File: src/pt5_pkg.sv
// ---------------------------------------------------------------------------
// pt5_pkg
// Types, character tables and lookup for the packed 5-bit text decoder.
// ---------------------------------------------------------------------------
package pt5_pkg;

	localparam int unsigned WordW  = 16;
	localparam int unsigned CodeW  = 5;
	localparam int unsigned CharW  = 7;
	localparam int unsigned MaxRes = 4;
	localparam int unsigned CntW   = 3;

	localparam logic [CodeW-1:0] CodeToggle = 5'd31;

	// Character set tables, code 0 at the left; the last position pads code 31,
	// which toggles the set and never reads the table.
	localparam logic [255:0] Set0Chars = " abcdefghijklmnopqrstuvwxyz?:'!#";
	localparam logic [255:0] Set1Chars = " 0123456789abcdefghilmnorstuwy-#";

	typedef logic [WordW-1:0] word_t;
	typedef logic [CodeW-1:0] code_t;
	typedef logic [CharW-1:0] char_t;
	typedef logic [CntW-1:0]  cnt_t;

	typedef struct packed {
		char_t character;
		logic  last;
	} res_t;

	typedef struct packed {
		res_t [MaxRes-1:0] ent;
		cnt_t              cnt;
	} dec_t;

	function automatic char_t lookup(input logic set, input code_t code);
		logic [7:0] idx;
		logic [7:0] byte_v;
		idx = {~code, 3'b000};
		if (set) begin
			byte_v = Set1Chars[idx +: 8];
		end else begin
			byte_v = Set0Chars[idx +: 8];
		end
		return byte_v[CharW-1:0];
	endfunction

endpackage

File: src/pt5_word_if.sv
// ---------------------------------------------------------------------------
// pt5_word_if
// Valid/ready channel carrying one packed 16-bit text word.
// ---------------------------------------------------------------------------
interface pt5_word_if;
	import pt5_pkg::*;

	logic  valid;
	logic  ready;
	word_t packed_word;

	modport source (output valid, output packed_word, input ready);
	modport sink (input valid, input packed_word, output ready);
endinterface

File: src/pt5_char_if.sv
// ---------------------------------------------------------------------------
// pt5_char_if
// Valid/ready channel carrying one decoded character and its end mark.
// ---------------------------------------------------------------------------
interface pt5_char_if;
	import pt5_pkg::*;

	logic  valid;
	logic  ready;
	char_t character;
	logic  last;

	modport source (output valid, output character, output last, input ready);
	modport sink (input valid, input character, input last, output ready);
endinterface

File: src/packed_5bit_text_decoder.sv
// ---------------------------------------------------------------------------
// packed_5bit_text_decoder
// Decodes packed words of three 5-bit codes into a stream of ASCII characters.
// ---------------------------------------------------------------------------
//  channel  dir  payload                        handshake
//  words    in   packed_word[15:0]              valid/ready
//  chars    out  character[6:0], last           valid/ready
//
// A word is held in the input register, then loads into the result
// register; it leaves as 0 to 4 characters, one per cycle while chars is
// ready, and the next word loads in the cycle the last character is taken.
// Reset clears the character set to the first set and empties both stages.
// A stall on chars backs up into the input register and then into words.
// ---------------------------------------------------------------------------
module packed_5bit_text_decoder (
	input  logic       clk,
	input  logic       arst_n,
	pt5_word_if.sink   words,
	pt5_char_if.source chars
);
	import pt5_pkg::*;

	logic  valid_s1;
	word_t word_s1;
	logic  free;
	logic  load;
	dec_t  dec;

	assign load = valid_s1 && free;

	pt5_in_reg u_in_reg (
		.clk      (clk),
		.arst_n   (arst_n),
		.words    (words),
		.take     (free),
		.valid_s1 (valid_s1),
		.word_s1  (word_s1)
	);

	pt5_unpack u_unpack (
		.clk     (clk),
		.arst_n  (arst_n),
		.word_s1 (word_s1),
		.load    (load),
		.dec     (dec)
	);

	pt5_serializer u_serializer (
		.clk      (clk),
		.arst_n   (arst_n),
		.dec      (dec),
		.load_req (valid_s1),
		.free     (free),
		.chars    (chars)
	);
endmodule

File: src/pt5_in_reg.sv
// ---------------------------------------------------------------------------
// pt5_in_reg
// Input register stage: holds one accepted word until the decode can load it.
// ---------------------------------------------------------------------------
module pt5_in_reg (
	input  logic           clk,
	input  logic           arst_n,
	pt5_word_if.sink       words,
	input  logic           take,
	output logic           valid_s1,
	output pt5_pkg::word_t word_s1
);
	import pt5_pkg::*;

	logic accept;

	assign words.ready = !valid_s1 || take;
	assign accept      = words.valid && words.ready;

	always_ff @(posedge clk or negedge arst_n) begin
		if (!arst_n) begin
			valid_s1 <= 1'b0;
		end else if (accept) begin
			valid_s1 <= 1'b1;
		end else if (take) begin
			valid_s1 <= 1'b0;
		end
	end

	always_ff @(posedge clk) begin
		if (accept) begin
			word_s1 <= words.packed_word;
		end
	end
endmodule

File: src/pt5_unpack.sv
// ---------------------------------------------------------------------------
// pt5_unpack
// Splits a word into its three codes, applies set toggles, builds the compacted
// character list and a terminator for an end word. Owns the character set bit.
// ---------------------------------------------------------------------------
module pt5_unpack (
	input  logic           clk,
	input  logic           arst_n,
	input  pt5_pkg::word_t word_s1,
	input  logic           load,
	output pt5_pkg::dec_t  dec
);
	import pt5_pkg::*;

	logic        char_set_q;
	code_t [2:0] code;
	logic  [2:0] tog;
	logic  [2:0] set;
	logic        set_next;
	logic        end_flag;

	assign end_flag = word_s1[WordW-1];

	always_comb begin
		cnt_t n;
		n = '0;
		dec.ent = '0;
		for (int i = 0; i < 3; i++) begin
			code[i] = word_s1[i*CodeW +: CodeW];
			tog[i]  = (code[i] == CodeToggle);
		end
		set[0] = char_set_q;
		set[1] = set[0] ^ tog[0];
		set[2] = set[1] ^ tog[1];
		set_next = end_flag ? 1'b0 : (set[2] ^ tog[2]);
		for (int i = 0; i < 3; i++) begin
			if (!tog[i]) begin
				dec.ent[n[1:0]] = '{character: lookup(set[i], code[i]), last: 1'b0};
				n = n + cnt_t'(1);
			end
		end
		// terminator after the characters of an end word
		if (end_flag) begin
			dec.ent[n[1:0]] = '{character: '0, last: 1'b1};
			n = n + cnt_t'(1);
		end
		dec.cnt = n;
	end

	always_ff @(posedge clk or negedge arst_n) begin
		if (!arst_n) begin
			char_set_q <= 1'b0;
		end else if (load) begin
			char_set_q <= set_next;
		end
	end
endmodule

File: src/pt5_serializer.sv
// ---------------------------------------------------------------------------
// pt5_serializer
// Result register: holds the characters of one word, hands them out one per
// cycle while ready; reloads when empty or in the cycle its last character is taken.
// ---------------------------------------------------------------------------
module pt5_serializer (
	input  logic          clk,
	input  logic          arst_n,
	input  pt5_pkg::dec_t dec,
	input  logic          load_req,
	output logic          free,
	pt5_char_if.source    chars
);
	import pt5_pkg::*;

	res_t [MaxRes-1:0] ent_q;
	cnt_t              rem_q;
	logic              load;
	logic              take;

	assign take  = chars.valid && chars.ready;
	assign free  = (rem_q == '0) || ((rem_q == cnt_t'(1)) && chars.ready);
	assign load  = load_req && free;

	assign chars.valid     = (rem_q != '0);
	assign chars.character = ent_q[0].character;
	assign chars.last      = ent_q[0].last;

	always_ff @(posedge clk or negedge arst_n) begin
		if (!arst_n) begin
			rem_q <= '0;
		end else if (load) begin
			rem_q <= dec.cnt;
		end else if (take) begin
			rem_q <= rem_q - cnt_t'(1);
		end
	end

	// advance the list by one entry per taken character
	always_ff @(posedge clk) begin
		if (load) begin
			ent_q <= dec.ent;
		end else if (take) begin
			ent_q <= {res_t'('0), ent_q[MaxRes-1:1]};
		end
	end
endmodule

File: src/flat_wrapper.sv
// flat-port wrapper written by rule: the top's interface ports become plain ports
module packed_5bit_text_decoder_flat import pt5_pkg::*;
  (clk, arst_n, words_valid, words_packed_word, words_ready, chars_valid, chars_character, chars_last, chars_ready);
  pt5_word_if words_i ();
  pt5_char_if chars_i ();
  input  logic clk;
  input  logic arst_n;
  input wire logic [$bits(words_i.valid)-1:0] words_valid;
  input wire logic [$bits(words_i.packed_word)-1:0] words_packed_word;
  output wire logic [$bits(words_i.ready)-1:0] words_ready;
  output wire logic [$bits(chars_i.valid)-1:0] chars_valid;
  output wire logic [$bits(chars_i.character)-1:0] chars_character;
  output wire logic [$bits(chars_i.last)-1:0] chars_last;
  input wire logic [$bits(chars_i.ready)-1:0] chars_ready;
  assign words_i.valid = words_valid;
  assign words_i.packed_word = words_packed_word;
  assign words_ready = words_i.ready;
  assign chars_valid = chars_i.valid;
  assign chars_character = chars_i.character;
  assign chars_last = chars_i.last;
  assign chars_i.ready = chars_ready;
  packed_5bit_text_decoder u_core (.clk(clk), .arst_n(arst_n), .words(words_i), .chars(chars_i));
endmodule
File: config.mk
export PLATFORM = sky130hd
export DESIGN_NAME = packed_5bit_text_decoder_flat
export DESIGN_NICKNAME = d
export VERILOG_FILES = /design/src/pt5_pkg.sv /design/src/pt5_word_if.sv /design/src/pt5_char_if.sv /design/src/packed_5bit_text_decoder.sv /design/src/pt5_in_reg.sv /design/src/pt5_unpack.sv /design/src/pt5_serializer.sv /design/src/flat_wrapper.sv
export SDC_FILE = /design/constraint.sdc
export NUM_CORES = 1
export LEC_CHECK = 0
export BUFFER_PORTS_ARGS = -buffer_cell sky130_fd_sc_hd__buf_4
export CORE_MARGIN = 2
export CORE_UTILIZATION = 56
export DETAILED_ROUTE_END_ITERATION = 6
export HOLD_SLACK_MARGIN = 0.05
export PLACE_DENSITY = 0.79
export SLEW_MARGIN = 20
export SYNTH_ARGS = -nofsm -noshare
export SYNTH_HDL_FRONTEND = slang
export SYNTH_SLANG_ARGS = --single-unit
File: constraint.sdc
create_clock -name clk -period 2.7 [get_ports clk]
set_clock_uncertainty 0.1 [all_clocks]
set_input_delay 0 -clock clk [delete_from_list [all_inputs] [get_ports clk]]
set_output_delay 0 -clock clk [all_outputs]
set_load 0.005 [all_outputs]
==> flow_summary.yaml, run 1 <==
status:
  status: "complete, but fails checks"
  violations: "negative setup slack"
clock_network:
  clk_pin_slew_ns: 0.11
  clockBufferDepth: 2
  cts_root_buf: "clkbuf_8"
  cts_made_buffers: 5
  cts_sinks: 53
  ctsHtreeMaxLevel: 2
  cts_tree: "done"
  worstSkewPairLatency_ns: 0.33
drt:
  drtPass1Iterations: 5
  wirelength_um: 12730
  first_iter_violations: 363
  ant_nets: 0
  wl_per_cell_um: 18.53
  routed_via_density: 6.173
  drc: 0
  vias: 4241
placement:
  gp_congestion: 0.9713
  portBuffers: 29
  pre_cts_slack_ns: -0.09345
  placed_area_um2: 5002
  dpl.cell_count: 644
  hpwl_um: 8284
synthesis:
  async_reset_ff_share_pct: 9.434
  synth.area.mux_share_pct: 1.605
  synth_ff_type: "edfxtp_1"
  yosys_warnings: 0
  synthTopCellsByArea: "edfxtp_1 (33%), ha_1 (11%), nand2_1 (5.3%), o21ai_0 (3.2%), dfrtp_1 (2.9%)"
  synth_edf_count: 48
  syn_area_um2: 4365
  ys_ff_latch: 53
  ys_seq_area_share_pct: 35.88
  synthCells: 492
  synthAdderAreaFrac_pct: 11.35
  synth.avg_cell_area_um2: 8.873
  synth_top_family_by_area: "compound AO/OA/AOI/OAI gates"
  yosys.cell_types.count: 69
  yosysTopAreaCellShare_pct: 33.02
  synth_compound_area_share_pct: 23.42
  synthSimpleGateAreaFrac_pct: 20.41
  synth_fp_nets: 551
  synth-xor-area-share_pct: 0.8025
  synth_area_leader_cell: "edfxtp_1"
timing:
  slew_violations: 0
  hold_ws_ns: 0.2880
  slew_headroom_pct: 56.32
  rsz0062_at_grt: "true"
  max_clock_freq_mhz: 350.5
  tns_ns: -0.8496
  worst_pin_slew_ns: 0.6552
  period_needed_ns: 2.853
  hold_viol: 0
  finalSetupViolCount: 15
  period_share_pct: 105.7
  setup_ws_ns: -0.1533
power_and_ir_drop:
  powerDensity_nw_per_um2: 926.7
  ir_drop_mv: 0.5167
  power_mw: 5.395
  p_leak_nw: 2.363
grt:
  grt.overflow.total: 0
  grt_max_degree: 33
  grt_pass1_vias: 3931
  grt_pass1_wl_um: 19020
  grt_usage_pct: 27.97
  antenna_found_initial: 0
worst_setup_path:
  startpoint_type: "flip-flop"
  cp_data_required_time_ns: 2.72
  critPathKind: "reg2reg"
  crit_path_max_fanout: 7
  arrival_ns: 2.88
  endpoint_kind: "flip-flop"
finish:
  multi_input_area_um2: 2932
  fin_util_pct: 76.13
  drive_above_1_share_pct: 31.79
  seqCellArea_um2: 1568
  fillerInstances: 546
  fin_nets: 643
  area_growth_pct: 33.36
  stdcell_area_um2: 5822
  finalNonFillerCells: 687
  insertedDiodeCount: 0
die:
  rows: 32
  initial_core_util_pct: 57.08
  die_h_um: 92.29
  fp.dieW_um: 92.29
  pin_count: 30
  design.die.area_um2: 8517
  coreArea_um2: 7647
job:
  cap_violations: 0
worst_hold_path:
  hp-class: "in2reg"
[cell families after synthesis]
logic type,Yosys count
simple gates,179
compound gates,147
buf+inv,63
flops,53
fa+ha+maj,39
mux,7
xor+xnor,4
[critical path, cell delays in order (launching register included)]
cell and delay, ns:
edfxtp_1 0.44, and3_4 0.26, buf_4 0.13, nand2_4 0.07
buf_12 0.14, fa_2 0.63, inv_2 0.09, ha_4 0.18
nand2_1 0.07, nand2_2 0.13, a222oi_1 0.39
[cell usage in the layout, fill, tap and decap left out, types with 6 or more instances in the layout]
cell,Yosys,final
a21oi_1,23,15
a31oi_1,16,15
and2_1,8,7
and3_1,7,6
buf_4,8,94
dlygate4sd3_1,0,20
edfxtp_1,48,48
ha_1,38,26
ha_4,0,8
inv_1,23,20
inv_2,5,7
mux2i_1,7,7
nand2_1,62,58
nand3_1,14,12
nor2_1,33,31
nor2b_1,18,17
o21ai_0,28,24
o21ai_1,10,10
o221ai_2,1,6
[flip-flops by register name, summed over array words and instances, names as in the netlist]
register                             flops
u_core.u_in_reg.valid_s1                 1
u_core.u_unpack.char_set_q               1
u_core.u_serializer.ent_q               24
u_core.u_serializer.chars.character      7
u_core.u_serializer.chars.last           1
u_core.u_in_reg.word_s1                 16
u_core.u_serializer.rem_q                3
[power breakdown]
part	switching, mW	internal [mW]	total [mW]
Sequential	0.181	1.37	1.55
Clock	0.304	0.188	0.493
Combinational	1.88	1.48	3.36
Total	2.37	3.03	5.40
[Yosys cell counts (all sizes together) (3+ instances only)]
cell and instances:
nand2 63, edfxtp 48, o21ai 39, ha 38, nor2 33, inv 28
a21oi 24, buf 24, nor2b 18, a31oi 16, nand3 15, clkbuf 11
and2 9, and3 8, o221ai 8, mux2i 7, nand2b 7, o31ai 7
a211oi 6, nand4 6, a311oi 5, dfrtp 5, nor3 5, a21o 4
o211ai 4, or3 4, a311o 3, o2111ai 3, o32ai 3, xnor2 3
[metal layers]
layer	track usage, %	share of wire (%)
met4	8.333	2.4
met2	46.63	50
met3	4.394	5.0
met1	37.82	43
met5	0	0
[what timing repair did]
action	4_1_cts	5_1_grt
setup endpoints to repair	12	18
hold endpoints to repair	23	0
hold buffers	20	0
resized for setup	10	75
setup buffers	3	12
pin swaps	5	20
[worst paths after layout]
check                                               from                                     end  slack, ns  cells after the start
min                                 words_packed_word[1]              u_core.u_in_reg.word_s1[1]       0.29                      2
max                           u_core.u_in_reg.word_s1[1]  u_core.u_serializer.chars.character[6]      -0.15                     10
min reg2reg                u_core.u_serializer.ent_q[10]  u_core.u_serializer.chars.character[1]       0.43                      2
max in group asynchronous                         arst_n              u_core.u_unpack.char_set_q       1.74                      3
min in group asynchronous                         arst_n            u_core.u_serializer.rem_q[0]       0.51                      3
max reg2reg                   u_core.u_in_reg.word_s1[1]  u_core.u_serializer.chars.character[6]      -0.15                     10
[final cells by class]
type / count / area share (%)
clock inverter: 3 / 0.4298
inverter: 28 / 1.891
clock buffer: 5 / 1.182
tap: 102 / 2.192
sequential: 53 / 26.93
timing repair buffer: 120 / 17.02
multi-input combinational: 376 / 50.35
(Power assumes the default switching activity.)
==> run 2: changes to the inputs <==
Settings changed: CORE_UTILIZATION 56 to 62, PLACE_DENSITY 0.79 to 0.82.
Clock period 2.7 ns to 2.85 ns, I/O delays scaled along.
==> flow_summary.yaml, run 2 (same netlist as run 1, synthesis figures left out) <==
status:
  status: "complete, but fails checks"
  violations: "design-rule violations, negative setup slack"
finish:
  regMostFlops: "u_core.u_serializer.ent_q"
  fillerInstances: 478
  fin_nets: 619
  drive_above_1_share_pct: 22.64
  stdcell_area_um2: 5310
  final_common_cell: "buf_4"
  fin_util_pct: 78.16
  area_growth_pct: 21.64
  insertedDiodeCount: 0
  largest_reg_flops: 24
  finalNonFillerCells: 657
  final_cell_mix: "buf_4 (76), nand2_1 (60), edfxtp_1 (48)"
placement:
  pre_cts_slack_ns: -0.05700
  dpl.cell_count: 622
  gp_congestion: 0.9790
  placed_area_um2: 4840
  portBuffers: 29
  hpwl_um: 8303
worst_hold_path:
  hold_path_end: "u_core.u_in_reg.word_s1[0]"
  holdCritStartpoint: "words_packed_word[0]"
  hold_depth: 2
  hp-class: "in2reg"
drt:
  drc: 6
  wirelength_um: 12020
  ant_nets: 0
  vias: 4185
  wl_per_cell_um: 18.29
  routed_via_density: 6.370
  first_iter_violations: 546
  drtPass1Iterations: 7
die:
  rows: 30
  initial_core_util_pct: 64.25
  design.die.area_um2: 7728
  pin_count: 30
  coreArea_um2: 6794
  die_h_um: 87.91
  fp.dieW_um: 87.91
timing:
  slew_headroom_pct: 65.32
  slew_violations: 0
  setup_ws_ns: -0.02504
  period_share_pct: 100.9
  period_needed_ns: 2.875
  hold_ws_ns: 0.2921
  max_clock_freq_mhz: 347.8
  tns_ns: -0.02504
  hold_viol: 0
  worst_pin_slew_ns: 0.5202
  finalSetupViolCount: 1
worst_setup_path:
  regToRegStartpoint: "u_core.u_unpack.char_set_q"
  endpoint_kind: "flip-flop"
  arrival_ns: 2.88
  reg2reg_depth: 10
  r2r_slack_ns: -0.03
  cp_data_required_time_ns: 2.86
  critPathKind: "reg2reg"
  rr_endpoint: "u_core.u_serializer.chars.character[1]"
  crit_path_max_fanout: 7
  startpoint_type: "flip-flop"
grt:
  grt_pass1_vias: 3877
  antenna_found_initial: 0
  grt_pass1_wl_um: 18590
  grt_max_degree: 33
  grt_usage_pct: 31.34
  grt.overflow.total: 0
clock_network:
  cts_tree: "done"
  clockBufferDepth: 2
  cts_sinks: 53
  clk_pin_slew_ns: 0.11
  cts_root_buf: "clkbuf_8"
  ctsHtreeMaxLevel: 2
  cts_made_buffers: 5
  worstSkewPairLatency_ns: 0.32
job:
  cap_violations: 0
power_and_ir_drop:
  ir_drop_mv: 0.4986
  p_leak_nw: 2.189
  powerDensity_nw_per_um2: 888.5
  power_mw: 4.718
-- run 2: changes by cell type in the layout (fill, tap and decap cells not counted), moves of 3 or more --
cell,change
buf_4,-18
ha_1,+7
ha_4,-7
o221ai_1,+5
o221ai_2,-5
a21oi_1,+4
buf_6,-4
o21ai_0,+4
a21oi_4,-3
-- run 2: worst max-delay path: stages (launching register included) --
cell and delay [ns]:
dfrtp_2 0.47, nand3b_1 0.22, o22ai_2 0.20, o211a_4 0.25
ha_2 0.26, and3b_1 0.19, o31ai_2 0.07, buf_4 0.16
o41ai_4 0.30, a211oi_2 0.09, o31ai_1 0.34
-- run 2: routing by layer --
layer  share of wire [%]  global-route usage, %  vias to the layer above
met3                 7.9                  5.372                       25
met1                  40                  40.45                     1978
met4                 2.2                  9.091                        0
li1                    -                      -                     1953
met5                   0                 0.6494                        -
met2                  50                  54.13                      229
-- run 2: worst max-delay path by stage --
stage | startpoint | endpoint | depth (start not counted)
after floorplan | u_core.u_unpack.char_set_q | u_core.u_serializer.chars.character[0] | 12
after global placement | u_core.u_in_reg.word_s1[1] | u_core.u_serializer.chars.character[6] | 10
after detailed placement | u_core.u_in_reg.word_s1[9] | u_core.u_serializer.chars.character[1] | 10
after CTS | u_core.u_unpack.char_set_q | u_core.u_serializer.chars.character[1] | 10
after global routing | u_core.u_unpack.char_set_q | u_core.u_serializer.chars.character[1] | 10
final | u_core.u_unpack.char_set_q | u_core.u_serializer.chars.character[1] | 10
-- run 2: area by class of cell --
type / instances / area (µm²) / share of cell area, %
Multi-Input combinational cell: 376 / 2633 / 49.58
Clock buffer: 6 / 72.57 / 1.367
Tap cell: 96 / 120.1 / 2.262
Inverter: 28 / 107.6 / 2.026
Timing Repair Buffer: 96 / 770.7 / 14.51
Clock inverter: 2 / 38.79 / 0.7304
Sequential cell: 53 / 1568 / 29.52
-- run 2: where the power goes --
group,total (mW),switching [mW],internal (mW)
Sequential,1.44,0.147,1.29
Combinational,2.75,1.61,1.13
Clock,0.533,0.269,0.264
-- run 2: what timing repair did --
| action | in CTS | in global routing |
|---|---|---|
| pin swaps | 0 | 12 |
| hold buffers | 20 | 0 |
| gates cloned | 0 | 0 |
| setup endpoints to repair | 2 | 23 |
| setup buffers | 0 | 7 |
| resized for setup | 3 | 23 |
| hold endpoints to repair | 24 | 0 |
